`config.mk`:
```
export PLATFORM = sky130hd
export DESIGN_NAME = dfbu_ctrl
export DESIGN_NICKNAME = d
export VERILOG_FILES = /design/src/dfbu_pkg.sv /design/src/dfbu_ctrl.sv
export SDC_FILE = /design/constraint.sdc
export NUM_CORES = 1
export LEC_CHECK = 0
export BUFFER_PORTS_ARGS = -buffer_cell sky130_fd_sc_hd__buf_2
export CAP_MARGIN = 0
export CORE_AREA = 2 2 39 41
export CTS_BUF_LIST = sky130_fd_sc_hd__clkbuf_8
export CTS_CLUSTER_DIAMETER = 60
export DETAILED_ROUTE_END_ITERATION = 6
export DIE_AREA = 0 0 41 43
export PLACE_DENSITY = 0.66
export SYNTH_ARGS = -nofsm -noshare
export SYNTH_HDL_FRONTEND = slang
export SYNTH_SLANG_ARGS = --single-unit
export TNS_END_PERCENT = 5
```
`constraint.sdc`:
```
create_clock -name clk -period 1.8 [get_ports clk]
set_clock_uncertainty 0.15 [all_clocks]
set_input_delay 0.36 -clock clk [delete_from_list [all_inputs] [get_ports clk]]
set_output_delay 0.36 -clock clk [all_outputs]
set_load 0.05 [all_outputs]
```
`src/dfbu_pkg.sv`:
```
// Shared constants, codes and controller/datapath interface types.
`timescale 1ns / 1ps
package dfbu_pkg;

  localparam int MAX_PIXELS    = 65536;
  localparam int PIXEL_BITS    = 16;
  localparam int MAX_DIMENSION = 1024;

  localparam int ADDR_W    = $clog2(MAX_PIXELS);
  localparam int TOTAL_W   = ADDR_W + 1;
  localparam int REM_W     = 17;
  localparam int DIM_W     = 11;
  localparam int COORD_W   = 10;
  localparam int CNT_W     = 16;
  localparam int COLOR_W   = 16;
  localparam int MODE_W    = 3;
  localparam int STATUS_W  = 3;
  localparam int IN_DATA_W = 96;
  localparam int OUT_DATA_W = 32;

  localparam logic [MODE_W-1:0] MODE_RUN   = 3'd0;
  localparam logic [MODE_W-1:0] MODE_PIXEL = 3'd1;
  localparam logic [MODE_W-1:0] MODE_FILL  = 3'd2;
  localparam logic [MODE_W-1:0] MODE_RECT  = 3'd3;
  localparam logic [MODE_W-1:0] MODE_READ  = 3'd4;

  localparam logic [STATUS_W-1:0] STS_OK          = 3'd0;
  localparam logic [STATUS_W-1:0] STS_RUN_BOUNDS  = 3'd1;
  localparam logic [STATUS_W-1:0] STS_FILL_BOUNDS = 3'd2;
  localparam logic [STATUS_W-1:0] STS_RECT_BOUNDS = 3'd3;
  localparam logic [STATUS_W-1:0] STS_STRAY       = 3'd4;
  localparam logic [STATUS_W-1:0] STS_INCOMPLETE  = 3'd5;

  localparam logic CFG_WIDTH  = 1'b0;
  localparam logic CFG_HEIGHT = 1'b1;

  typedef struct packed {
    logic capture;
    logic exec;
    logic rect_commit;
    logic fill_step;
    logic clear_step;
    logic finish;
  } dfbu_cmd_t;

  typedef struct packed {
    logic go_fill;
    logic go_rect;
    logic fill_last;
    logic clear_last;
    logic out_free;
  } dfbu_sts_t;

  // Clamp a dimension register to the largest supported size.
  function automatic logic [DIM_W-1:0] dim_eff(input logic [DIM_W-1:0] d);
    logic [DIM_W-1:0] lim;
    lim = DIM_W'(MAX_DIMENSION);
    return (d > lim) ? lim : d;
  endfunction

endpackage

```
`src/dfbu_ctrl.sv`:
```
// Controller state machine: sequences clear, execute, rectangle, fill and finish.
`timescale 1ns / 1ps
module dfbu_ctrl (
  input  logic                clk,
  input  logic                rst,
  input  logic                s_axis_tvalid,
  output logic                s_axis_tready,
  input  dfbu_pkg::dfbu_sts_t sts,
  output dfbu_pkg::dfbu_cmd_t cmd
);
  import dfbu_pkg::*;

  typedef enum logic [5:0] {
    ST_CLEAR  = 6'b000001,
    ST_IDLE   = 6'b000010,
    ST_EXEC   = 6'b000100,
    ST_RECT   = 6'b001000,
    ST_FILL   = 6'b010000,
    ST_FINISH = 6'b100000
  } state_t;

  state_t state, state_next;

  always_ff @(posedge clk) begin
    if (rst) begin
      state <= ST_CLEAR;
    end else begin
      state <= state_next;
    end
  end

  always_comb begin
    state_next    = state;
    cmd           = '0;
    s_axis_tready = 1'b0;
    unique case (state)
      ST_CLEAR: begin
        cmd.clear_step = 1'b1;
        if (sts.clear_last) state_next = ST_IDLE;
      end
      ST_IDLE: begin
        s_axis_tready = 1'b1;
        if (s_axis_tvalid) begin
          cmd.capture = 1'b1;
          state_next  = ST_EXEC;
        end
      end
      ST_EXEC: begin
        cmd.exec = 1'b1;
        if (sts.go_fill) begin
          state_next = ST_FILL;
        end else if (sts.go_rect) begin
          state_next = ST_RECT;
        end else begin
          state_next = ST_FINISH;
        end
      end
      ST_RECT: begin
        cmd.rect_commit = 1'b1;
        state_next      = ST_FINISH;
      end
      ST_FILL: begin
        cmd.fill_step = 1'b1;
        if (sts.fill_last) state_next = ST_FINISH;
      end
      ST_FINISH: begin
        // hold until the output register can take the result
        if (sts.out_free) begin
          cmd.finish = 1'b1;
          state_next = ST_IDLE;
        end
      end
      default: state_next = ST_CLEAR;
    endcase
  end

endmodule

```
# Word-level counts from Yosys, hierarchy flattened
# Cells that the tools add are included.
# classes
n_mux	16
eq_ne	10
reduce_logical	1
# ops
operator	n
$mux W6	6
$pmux W6 S6	1
$mux W1	9
$ne A2 B2 Y1 const B	4
$eq A6 B1 Y1 const B	1
$eq A6 B2 Y1 const B	1
$eq A6 B3 Y1 const B	1
$eq A6 B4 Y1 const B	1
$eq A6 B5 Y1 const B	1
$eq A6 B6 Y1 const B	1
$reduce_and A4 Y1	1
# word_totals
out_inout_bits	7
in_bits	8
ff_bits	6
elab_cells	28

# Depth between registers and ports, before layout
# Gate-level depths: netlist of run 1.
# logic_depth
depth_word	3
ltp_mapped	6
ltp_nobuf	5

# Least setup slack after synthesis of run 1
# Ideal clock, no wire load.
# synth_path
kind	reg-to-output
startpoint	reg state[4]
endpoint	out cmd[3] (netlist bit)
t_arrival_ps	2287
stages_incl_launch_ff	4
path_slack_ps	-997
t_required_ps	1290
path_buffers	1
cell_sequence	dfxtp_1 > clkbuf_2 > or4_2 > nor3b_1
# synth_lines
item	line_no	rtl
start, declared	dfbu_ctrl.sv:22	state_t state, state_next;
start signal, assigned	dfbu_ctrl.sv:28	state <= state_next;
end, declared	dfbu_ctrl.sv:9	output dfbu_pkg::dfbu_cmd_t cmd

==> reports/qor.txt, run 1 <==
outcome -> complete, but fails checks
failing checks -> setup timing
Via Count -> 461
DIE WIDTH -> 41 µm
Synth area leader -> dfxtp_1
Die Ht -> 43 µm
crit path launch -> state[5]
Hold Crit Depth -> 2
num rows -> 14
xor-xnor portion of the synthesized cell area -> 4.59%
Initial DRC Count -> 3
# clock sinks -> 6
share of layout cells above drive strength 1 -> 65.2%
Worst Hold End -> state[4]
PortBufs -> 14
CP arrival -> 1.48 ns
Reg clk slew, reported paths -> 0.03 ns
number of global-route vias before repair -> 463
Max IR drop VDD -> 0.000481 V
Worst Setup End Kind -> primary output
vias per inst -> 5.42
DR WL/cell -> 13.8 µm
Top reg by flops -> state
ys async rst share -> 0%
DR pass1 iterations -> 3
crit path cell chain -> or4_4 > nor3b_4 > buf_6
CP peak stage delay -> 0.58 ns
mux share of post-synthesis cell area -> 0%
area delta synth->final -> 84.9%
Max stage delay cell, worst path -> or4_4
largest family of logic cells by synthesized area -> simple AND/OR/NAND/NOR gates
Compound-Gate Fraction of Synth Area -> 10.5%
period utilization -> 110%
Core Area -> 1380 µm²
Post-Synth Adder-Cell Area -> 0%
ANT cells -> 0
Final WS setup -> -0.188 ns
GRT overflow -> 0
GRT Util Overall -> 17.5%
Root Driver -> clkbuf_8
WHS -> 0.223 ns
Post-synth EDFFs -> 0
num ports -> 15
critical path data required time -> 1.29 ns
synthesized instance count -> 45
Most used DFF post-synth -> dfxtp_1
Synth Register Bits -> 6
Area contributors post-synth -> dfxtp_1 31%, nor3b_1 5.9%, nor2_1 4.9%
worst-path maximum fanout -> 3
Hold Crit Class -> in2reg
syn avg cell area -> 8.48 µm²
Max Slew Vio Count -> 0
syn nets -> 53
Max Root-Sink Buffers -> 2
mapped cell area -> 382 µm²
power per cell area -> 1030 nW/µm²
Largest regs -> state x6
GPL Wtd Cong -> 0.744
Max-cap violations -> 0
nets -> 79
RSZ-0062 raised after global routing -> true
final core occ -> 51.0%
top-area cell type share of the netlist area -> 31.5%
type of the worst setup path -> reg2out
post-DP HPWL -> 865 µm
clock period minus worst slack -> 1.99 ns
max reg flops -> 6
Hold Startpoint -> rst
Setup Viol. Count Final -> 9
crit path launch type -> flip-flop
yosys warns -> 0
R2R Path End -> state[1]
first-pass GRT wire length -> 2010 µm
critical path buffer and inverter count -> 1
flop-to-flop setup slack -> -0.10 ns
reg2reg path depth -> 4
Final Hold Fails -> 0
worst r2r src -> state[3]
DRC violations left -> 0
largest net degree at the start of global routing -> 8
Yosys cell types -> 25
Worst-Margin Slew -> 0.276 ns
latest clock arrival within the worst-skew pair -> 0.22 ns
initial antenna violation count -> 0
drt total wl -> 1180 µm
relative slew slack -> 81.4%
sequential-to-total area share from yosys stat -> 31.5%
post-route ant nets -> 0
cell family with most CP delay -> simple AND/OR/NAND/NOR gates
number of buffers created by CTS -> 3
Max Clk Rate -> 503 MHz
hold buffers post-CTS -> 0
leakage power -> 0.271 nW
Die Footprint -> 1760 µm²
CTS H-Tree Depth -> 1
Starting Density -> 27.6%
Simple-Gate Fraction of Synth Area -> 50.2%
CTS tree -> built
cell usage after synthesis (2+ instances only):
library cell,count
dfxtp_1,6
inv_1,2
nand2_1,2
nand3_1,2
nand4b_1,2
nor2_1,5
nor3_1,3
nor3b_1,3
nor4_1,2
or4_2,2
xnor2_1,2
worst reg2reg max path: stages, from the launching register on:
cell       delay [ns]
dfxtp_2          0.31
or4_4            0.56
or4b_4           0.54
o2111ai_4        0.10
o32ai_1          0.12
metal layers:
layer / wire length, µm / GRT usage [%] / vias up
li1: - / - / 223
met1: 504 / 21.2 / 220
met2: 576 / 26.3 / 14
met3: 50 / 1.57 / 4
met4: 44 / 14.0 / 0
met5: 0 / 0 / -
repair_timing:
action	4_1_cts	5_1_grt
buffers inserted	0	0
pin swaps	7	1
setup endpoints to repair	11	13
hold endpoints to repair	0	0
resized for setup	21	6
cell families (layout without fill, tap and decap cells):
group                     after synthesis  in the layout
buffers and inverters                   3             27
AOI/OAI and AO/OA                       5              5
DFF                                     6              6
xor gates and xnor gates                2              2
and+or+nand+nor                        29             29
per-stage QoR:
step,total power [mW],area [µm²],std cells,setup slack [ns],TNS [ns]
floorplan,0.370,417,45,-0.135,-0.585
global placement,0.443,562,82,-0.0701,-0.245
detailed placement,0.447,562,82,-0.0953,-0.336
CTS,0.718,683,85,-0.201,-0.798
global route,0.768,706,85,-0.253,-1.41
finish,0.727,706,85,-0.188,-0.882
area by class of cell:
type / count / area [µm²]
inverters: 2 / 7.51
flip-flops and latches: 6 / 125
multi-input cells: 36 / 334
clock buffers: 3 / 41.3
fillers: 135 / 678
well taps: 16 / 20.0
repair buffers: 22 / 178
worst max path at each step:
stage          cells after the start  slack (ns)        to
6_report                           3       -0.19    cmd[3]
5_1_grt                            3       -0.25    cmd[3]
4_1_cts                            3       -0.20    cmd[3]
3_5_place_dp                       4        -0.1  state[5]
3_3_place_gp                       4       -0.07  state[1]
2_1_floorplan                      2       -0.13    cmd[3]
where the power goes:
part           switching, mW  internal (mW)
Combinational          0.188          0.170
Sequential            0.0142          0.154
Clock                 0.0581          0.144
cells in the final DEF, fill, tap and decap left out, types with 3 or more instances in the layout:
master	instances
dfxtp_2	4
buf_4	7
buf_2	7
buf_6	8
clkbuf_8	3
Power figures use the tool's default switching activity.
==> run 2: changes to the inputs <==
--- a/config.mk
+++ b/config.mk
@@ -12,6 +12,7 @@
 export CTS_CLUSTER_DIAMETER = 60
 export DETAILED_ROUTE_END_ITERATION = 6
 export DIE_AREA = 0 0 41 43
+export GPL_TIMING_DRIVEN = 0
 export PLACE_DENSITY = 0.66
 export SYNTH_ARGS = -nofsm -noshare
 export SYNTH_HDL_FRONTEND = slang
==> constraint.sdc (replaced) <==
create_clock -name clk -period 1.8 [get_ports clk]
set_clock_uncertainty 0.15 [all_clocks]
set_input_delay 0.18 -clock clk [delete_from_list [all_inputs] [get_ports clk]]
set_output_delay 0.18 -clock clk [all_outputs]
set_load 0.05 [all_outputs]
==> reports/qor.txt, run 2 (synthesis results as in run 1) <==
Max-cap violations -> 0 (unchanged)
largest net degree at the start of global routing -> 9 (+1)
Root Driver -> clkbuf_8
Setup TNS -> -0.706 ns (+0.176 ns)
Worst Setup End Kind -> flip-flop
Final WS setup -> -0.157 ns (+0.0316 ns)
leakage power -> 0.228 nW (-16%)
WHS -> 0.0530 ns (-0.170 ns)
critical path data required time -> 1.74 ns (+0.45 ns)
period utilization -> 109% (-1.8 points)
number of global-route vias before repair -> 401 (-13%)
crit path launch type -> flip-flop
Max IR drop VDD -> 0.000371 V (-23%)
flop-to-flop setup slack -> -0.16 ns (-0.06 ns)
worst r2r src -> state[0]
Hold Startpoint -> rst
Core Area -> 1380 µm² (unchanged)
Worst-Margin Slew -> 0.317 ns (+0.0406 ns)
hold buffers post-CTS -> 0 (unchanged)
Die Footprint -> 1760 µm² (unchanged)
max reg flops -> 6 (unchanged)
clock period minus worst slack -> 1.96 ns (-0.0316 ns)
Largest regs -> state x6
num rows -> 14 (unchanged)
DR WL/cell -> 13.1 µm (-5.3%)
GRT overflow -> 0 (unchanged)
# clock sinks -> 6 (unchanged)
failing checks -> setup timing
Setup Viol. Count Final -> 7 (-2)
share of layout cells above drive strength 1 -> 54.0% (-11 points)
GRT Util Overall -> 14.5% (-3.0 points)
GPL Wtd Cong -> 0.798 (+7.2%)
final core occ -> 43.3% (-7.7 points)
CP arrival -> 1.90 ns (+0.42 ns)
power per cell area -> 1070 nW/µm² (+4.2%)
most common cell after layout, fill and taps aside -> buf_2
Hold Crit Depth -> 2 (unchanged)
Die Ht -> 43 µm (unchanged)
DR pass1 iterations -> 4 (+1)
Hold Crit Class -> in2reg
initial antenna violation count -> 0 (unchanged)
Initial DRC Count -> 17 (+14)
area delta synth->final -> 57.0%
Placed Cells -> 75 (-8.5%)
vias per inst -> 5.49 (+1.3%)
DRC violations left -> 0 (unchanged)
CTS tree -> built
CTS H-Tree Depth -> 1 (unchanged)
PortBufs -> 14 (unchanged)
first-pass GRT wire length -> 1660 µm (-17%)
Final Hold Fails -> 0 (unchanged)
drt total wl -> 1040 µm (-12%)
nets -> 73 (-7.6%)
Max Root-Sink Buffers -> 2 (unchanged)
reg2reg path depth -> 4 (unchanged)
Non-Filler Instances -> 79 (-7.1%)
R2R Path End -> state[1]
Worst Hold End -> state[4]
DIE WIDTH -> 41 µm (unchanged)
Max Clk Rate -> 511 MHz (+1.6%)
RSZ-0062 raised after global routing -> true
worst-path maximum fanout -> 8 (+5)
number of buffers created by CTS -> 3 (unchanged)
Starting Density -> 27.6% (unchanged)
Max Slew Vio Count -> 0 (unchanged)
post-DP HPWL -> 734 µm (-15%)
latest clock arrival within the worst-skew pair -> 0.22 ns (about the same)
outcome -> complete, but fails checks
Reg clk slew, reported paths -> 0.04 ns (about the same)
type of the worst setup path -> reg2reg
Top reg by flops -> state
num ports -> 15 (unchanged)
post-route ant nets -> 0 (unchanged)
Via Count -> 434 (-5.9%)
ANT cells -> 0 (unchanged)
relative slew slack -> 78.7% (-2.7 points)
==> run 2: changes by cell type in the layout (fill, tap and decap cells not counted), sizes merged <==
cell    change
buf         -7
clkbuf      +1
==> run 2: final cells by class <==
cell class / count / area (µm²)
Inverter: 2 / 7.51
Sequential cell: 6 / 124
Buffer: 1 / 5.00
Timing Repair Buffer: 15 / 98.8
Multi-Input combinational cell: 36 / 303
Fill cell: 146 / 785
Tap cell: 16 / 20.0
Clock buffer: 3 / 41.3
==> run 2: timing repair <==
item	in CTS	in global routing
pin swaps	3	2
buffers inserted	1	0
gates resized for setup	10	3
setup endpoints to repair	10	11
==> run 2: worst max-delay path by stage <==
stage / slack, ns / cells after the start / end / from
floorplan: -0.09 / 4 / state[1] / state[0]
global placement: -0.19 / 4 / state[1] / state[0]
detailed placement: -0.19 / 4 / state[1] / state[0]
CTS: -0.14 / 4 / state[5] / state[0]
global route: -0.19 / 4 / state[1] / state[0]
finish: -0.16 / 4 / state[1] / state[0]
==> run 2: per-stage QoR <==
step           instance area (µm²)  total power, mW  setup slack (ns)
6_report                       599            0.643            -0.157
5_1_grt                        599            0.674            -0.193
4_1_cts                        589            0.645            -0.142
3_5_place_dp                   505            0.418            -0.195
3_3_place_gp                   505            0.414            -0.186
2_1_floorplan                  415            0.369           -0.0939
==> run 2: metal layers <==
layer / wire, µm / part of all wire (%) / track usage, %
met3: 61 / 5.9 / 4.71
met1: 470 / 45 / 18.5
met2: 480 / 46 / 19.7
met5: 0 / 0 / 0
met4: 23 / 2.2 / 10.0
==> run 2: worst max-delay path, cell delays in order, from the launching register on <==
cell and delay (ns):
dfxtp_2 0.35, or4_4 0.56, or4b_4 0.54, o2111ai_4 0.12, o32ai_1 0.12
==> run 2: report_power, final <==
| part | internal (mW) | switching [mW] |
|---|---|---|
| Clock | 0.144 | 0.0593 |
| Sequential | 0.152 | 0.0279 |
| Combinational | 0.109 | 0.152 |
==> run 3: changes to the inputs <==
--- a/config.mk
+++ b/config.mk
@@ -13,7 +13,7 @@
 export DETAILED_ROUTE_END_ITERATION = 6
 export DIE_AREA = 0 0 41 43
 export GPL_TIMING_DRIVEN = 0
-export PLACE_DENSITY = 0.66
+export PLACE_DENSITY = 0.64
 export SYNTH_ARGS = -nofsm -noshare
 export SYNTH_HDL_FRONTEND = slang
 export SYNTH_SLANG_ARGS = --single-unit
==> constraint.sdc (replaced) <==
create_clock -name clk -period 2.3 [get_ports clk]
set_clock_uncertainty 0.15 [all_clocks]
set_input_delay 0.23 -clock clk [delete_from_list [all_inputs] [get_ports clk]]
set_output_delay 0.23 -clock clk [all_outputs]
set_load 0.05 [all_outputs]
==> reports/qor.txt, run 3 (synthesis results as in run 1) <==
max layer used -> met3
Hold Startpoint -> rst
num rows -> 14 (unchanged)
first-pass GRT wire length -> 1590 µm (-4.5%)
CTS H-Tree Depth -> 1 (unchanged)
worst r2r src -> state[0]
R2R Path End -> state[1]
Max Clk Rate -> 453 MHz
# clock sinks -> 6 (unchanged)
worst-path maximum fanout -> 8 (unchanged)
cell family with most CP delay -> simple AND/OR/NAND/NOR gates
CP arrival -> 1.83 ns (-0.07 ns)
hold buffers post-CTS -> 0 (unchanged)
Met3 Wirelength -> 37 µm (-39%)
critical path data required time -> 1.92 ns (+0.18 ns)
Hold Crit Depth -> 2 (unchanged)
Root Driver -> clkbuf_8
leakage power -> 0.215 nW (-5.7%)
GPL Wtd Cong -> 0.727 (-8.9%)
period utilization -> 95.9%
GRT Util Overall -> 12.8% (-1.7 points)
Max IR drop VDD -> 0.000355 V (-4.6%)
DIE WIDTH -> 41 µm (unchanged)
placed inst area -> 477 µm² (-5.7%)
DR pass1 iterations -> 4 (unchanged)
Worst Hold End -> state[4]
Max Slew Vio Count -> 0 (unchanged)
number of buffers created by CTS -> 3 (unchanged)
Reg clk slew, reported paths -> 0.03 ns (about the same)
share of layout cells above drive strength 1 -> 41.9% (-12 points)
Initial DRC Count -> 6 (-11)
latest clock arrival within the worst-skew pair -> 0.22 ns (about the same)
Placed Cells -> 75 (unchanged)
met2 wire len -> 482 µm (+0.42%)
Metal-1 WL -> 454 µm (-3.4%)
vias per inst -> 5.32 (-3.2%)
critical path buffer and inverter count -> 2 (+2)
type of the worst setup path -> reg2out
post-route cell area -> 526 µm² (-12%)
Worst-Margin Slew -> 0.314 ns (-0.00269 ns)
Core Area -> 1380 µm² (unchanged)
power per cell area -> 893 nW/µm² (-17%)
area delta synth->final -> 37.7%
Largest regs -> state x6
drt total wl -> 973 µm (-6.0%)
flop-to-flop setup slack -> 0.33 ns (+0.49 ns)
clock period minus worst slack -> 2.21 ns
Via Count -> 415 (-4.4%)
outcome -> finished clean
Hold Crit Class -> in2reg
Die Ht -> 43 µm (unchanged)
Max Root-Sink Buffers -> 2 (unchanged)
Max stage delay cell, worst path -> or4_2
Final WS setup -> 0.0944 ns (+0.251 ns)
CTS tree -> built
GRT overflow -> 0 (unchanged)
Setup Viol. Count Final -> 0 (-7)
crit path launch type -> flip-flop
relative slew slack -> 78.9% (+0.18 points)
total power -> 469 µW (-27%)
max reg flops -> 6 (unchanged)
DR WL/cell -> 12.5 µm (-4.8%)
Worst Setup End Kind -> primary output
most common cell after layout, fill and taps aside -> buf_2
area of the multi-input gates -> 256 µm² (-15%)
Die Footprint -> 1760 µm² (unchanged)
number of global-route vias before repair -> 411 (+2.5%)
initial antenna violation count -> 0 (unchanged)
Top reg by flops -> state
fillcell total -> 154 (+5.5%)
Starting Density -> 27.6% (unchanged)
Sequential Area -> 120 µm² (-3.0%)
Max-cap violations -> 0 (unchanged)
largest net degree at the start of global routing -> 9 (unchanged)
DRC violations left -> 0 (unchanged)
reg2reg path depth -> 4 (unchanged)
dpl ws -> 0.209 ns (+0.403 ns)
CP peak stage delay -> 0.72 ns (+0.16 ns)
Non-Filler Instances -> 78 (-1.3%)
crit path cell chain -> clkbuf_2 > or4_2 > nor3b_2 > clkbuf_4
Final Hold Fails -> 0 (unchanged)
Setup TNS -> 0 ns (+0.706 ns)
PortBufs -> 14 (unchanged)
most frequent cells in the layout -> 12 x buf_2, 6 x dfxtp_1, 4 x nor2_1, 3 x nor3_1, 3 x clkbuf_8
RSZ-0062 raised after global routing -> false
post-DP HPWL -> 716 µm (-2.5%)
num ports -> 15 (unchanged)
nets -> 72 (-1.4%)
post-route ant nets -> 0 (unchanged)
ANT cells -> 0 (unchanged)
run 3: cell count changes in the layout (fill, tap and decap cells not counted), moves of 2 or more:
cell and delta:
buf_2 +2, dfxtp_2 -3, buf_6 -3, nor3b_4 -2
dfxtp_1 +3
run 3: metrics by stage:
| step | hold WS (ns) | util, % |
|---|---|---|
| finish | 0.101 | 38.0 |
| global route | 0.115 | 38.0 |
| CTS | 0.0969 | 37.6 |
| detailed placement | 0.318 | 34.4 |
| global placement | 0.320 | 34.4 |
| floorplan | 0.149 | - |
run 3: power by group:
part           total [mW]  switching [mW]  leakage (nW)  internal, mW
Clock               0.155          0.0427        0.0216         0.112
Combinational       0.175           0.104         0.145        0.0706
Sequential          0.140          0.0222        0.0489         0.118
Total               0.469           0.169         0.215         0.300
run 3: cell type report:
| type | instances | share of cell area (%) |
|---|---|---|
| plain buffers | 1 | 0.952 |
| clock buffers | 3 | 7.86 |
| inverters | 2 | 1.43 |
| multi-input cells | 36 | 48.8 |
| flip-flops and latches | 6 | 22.9 |
| well taps | 16 | 3.81 |
| repair buffers | 14 | 14.3 |
run 3: how the worst max path moves through the flow:
stage	to	slack, ns	cells after the start	start
finish	cmd[3]	0.09	4	state[4]
global route	cmd[4]	0.03	4	state[4]
CTS	cmd[4]	0.03	4	state[4]
detailed placement	cmd[4]	0.21	4	state[4]
global placement	cmd[4]	0.23	4	state[4]
floorplan	cmd[2]	-0.14	2	state[0]
run 3: what timing repair did:
item / 4_1_cts / 5_1_grt
setup buffers: 0 / 0
resized for setup: 1 / 2
endpoints found under the setup margin: 1 / 1
pin swaps: 0 / 0
run 3: metal layers:
metal  up-vias  GRT usage (%)
met5         -              0
met4         0           7.33
met3         0           1.57
met2        13           19.7
met1       193           16.2
li1        209              -
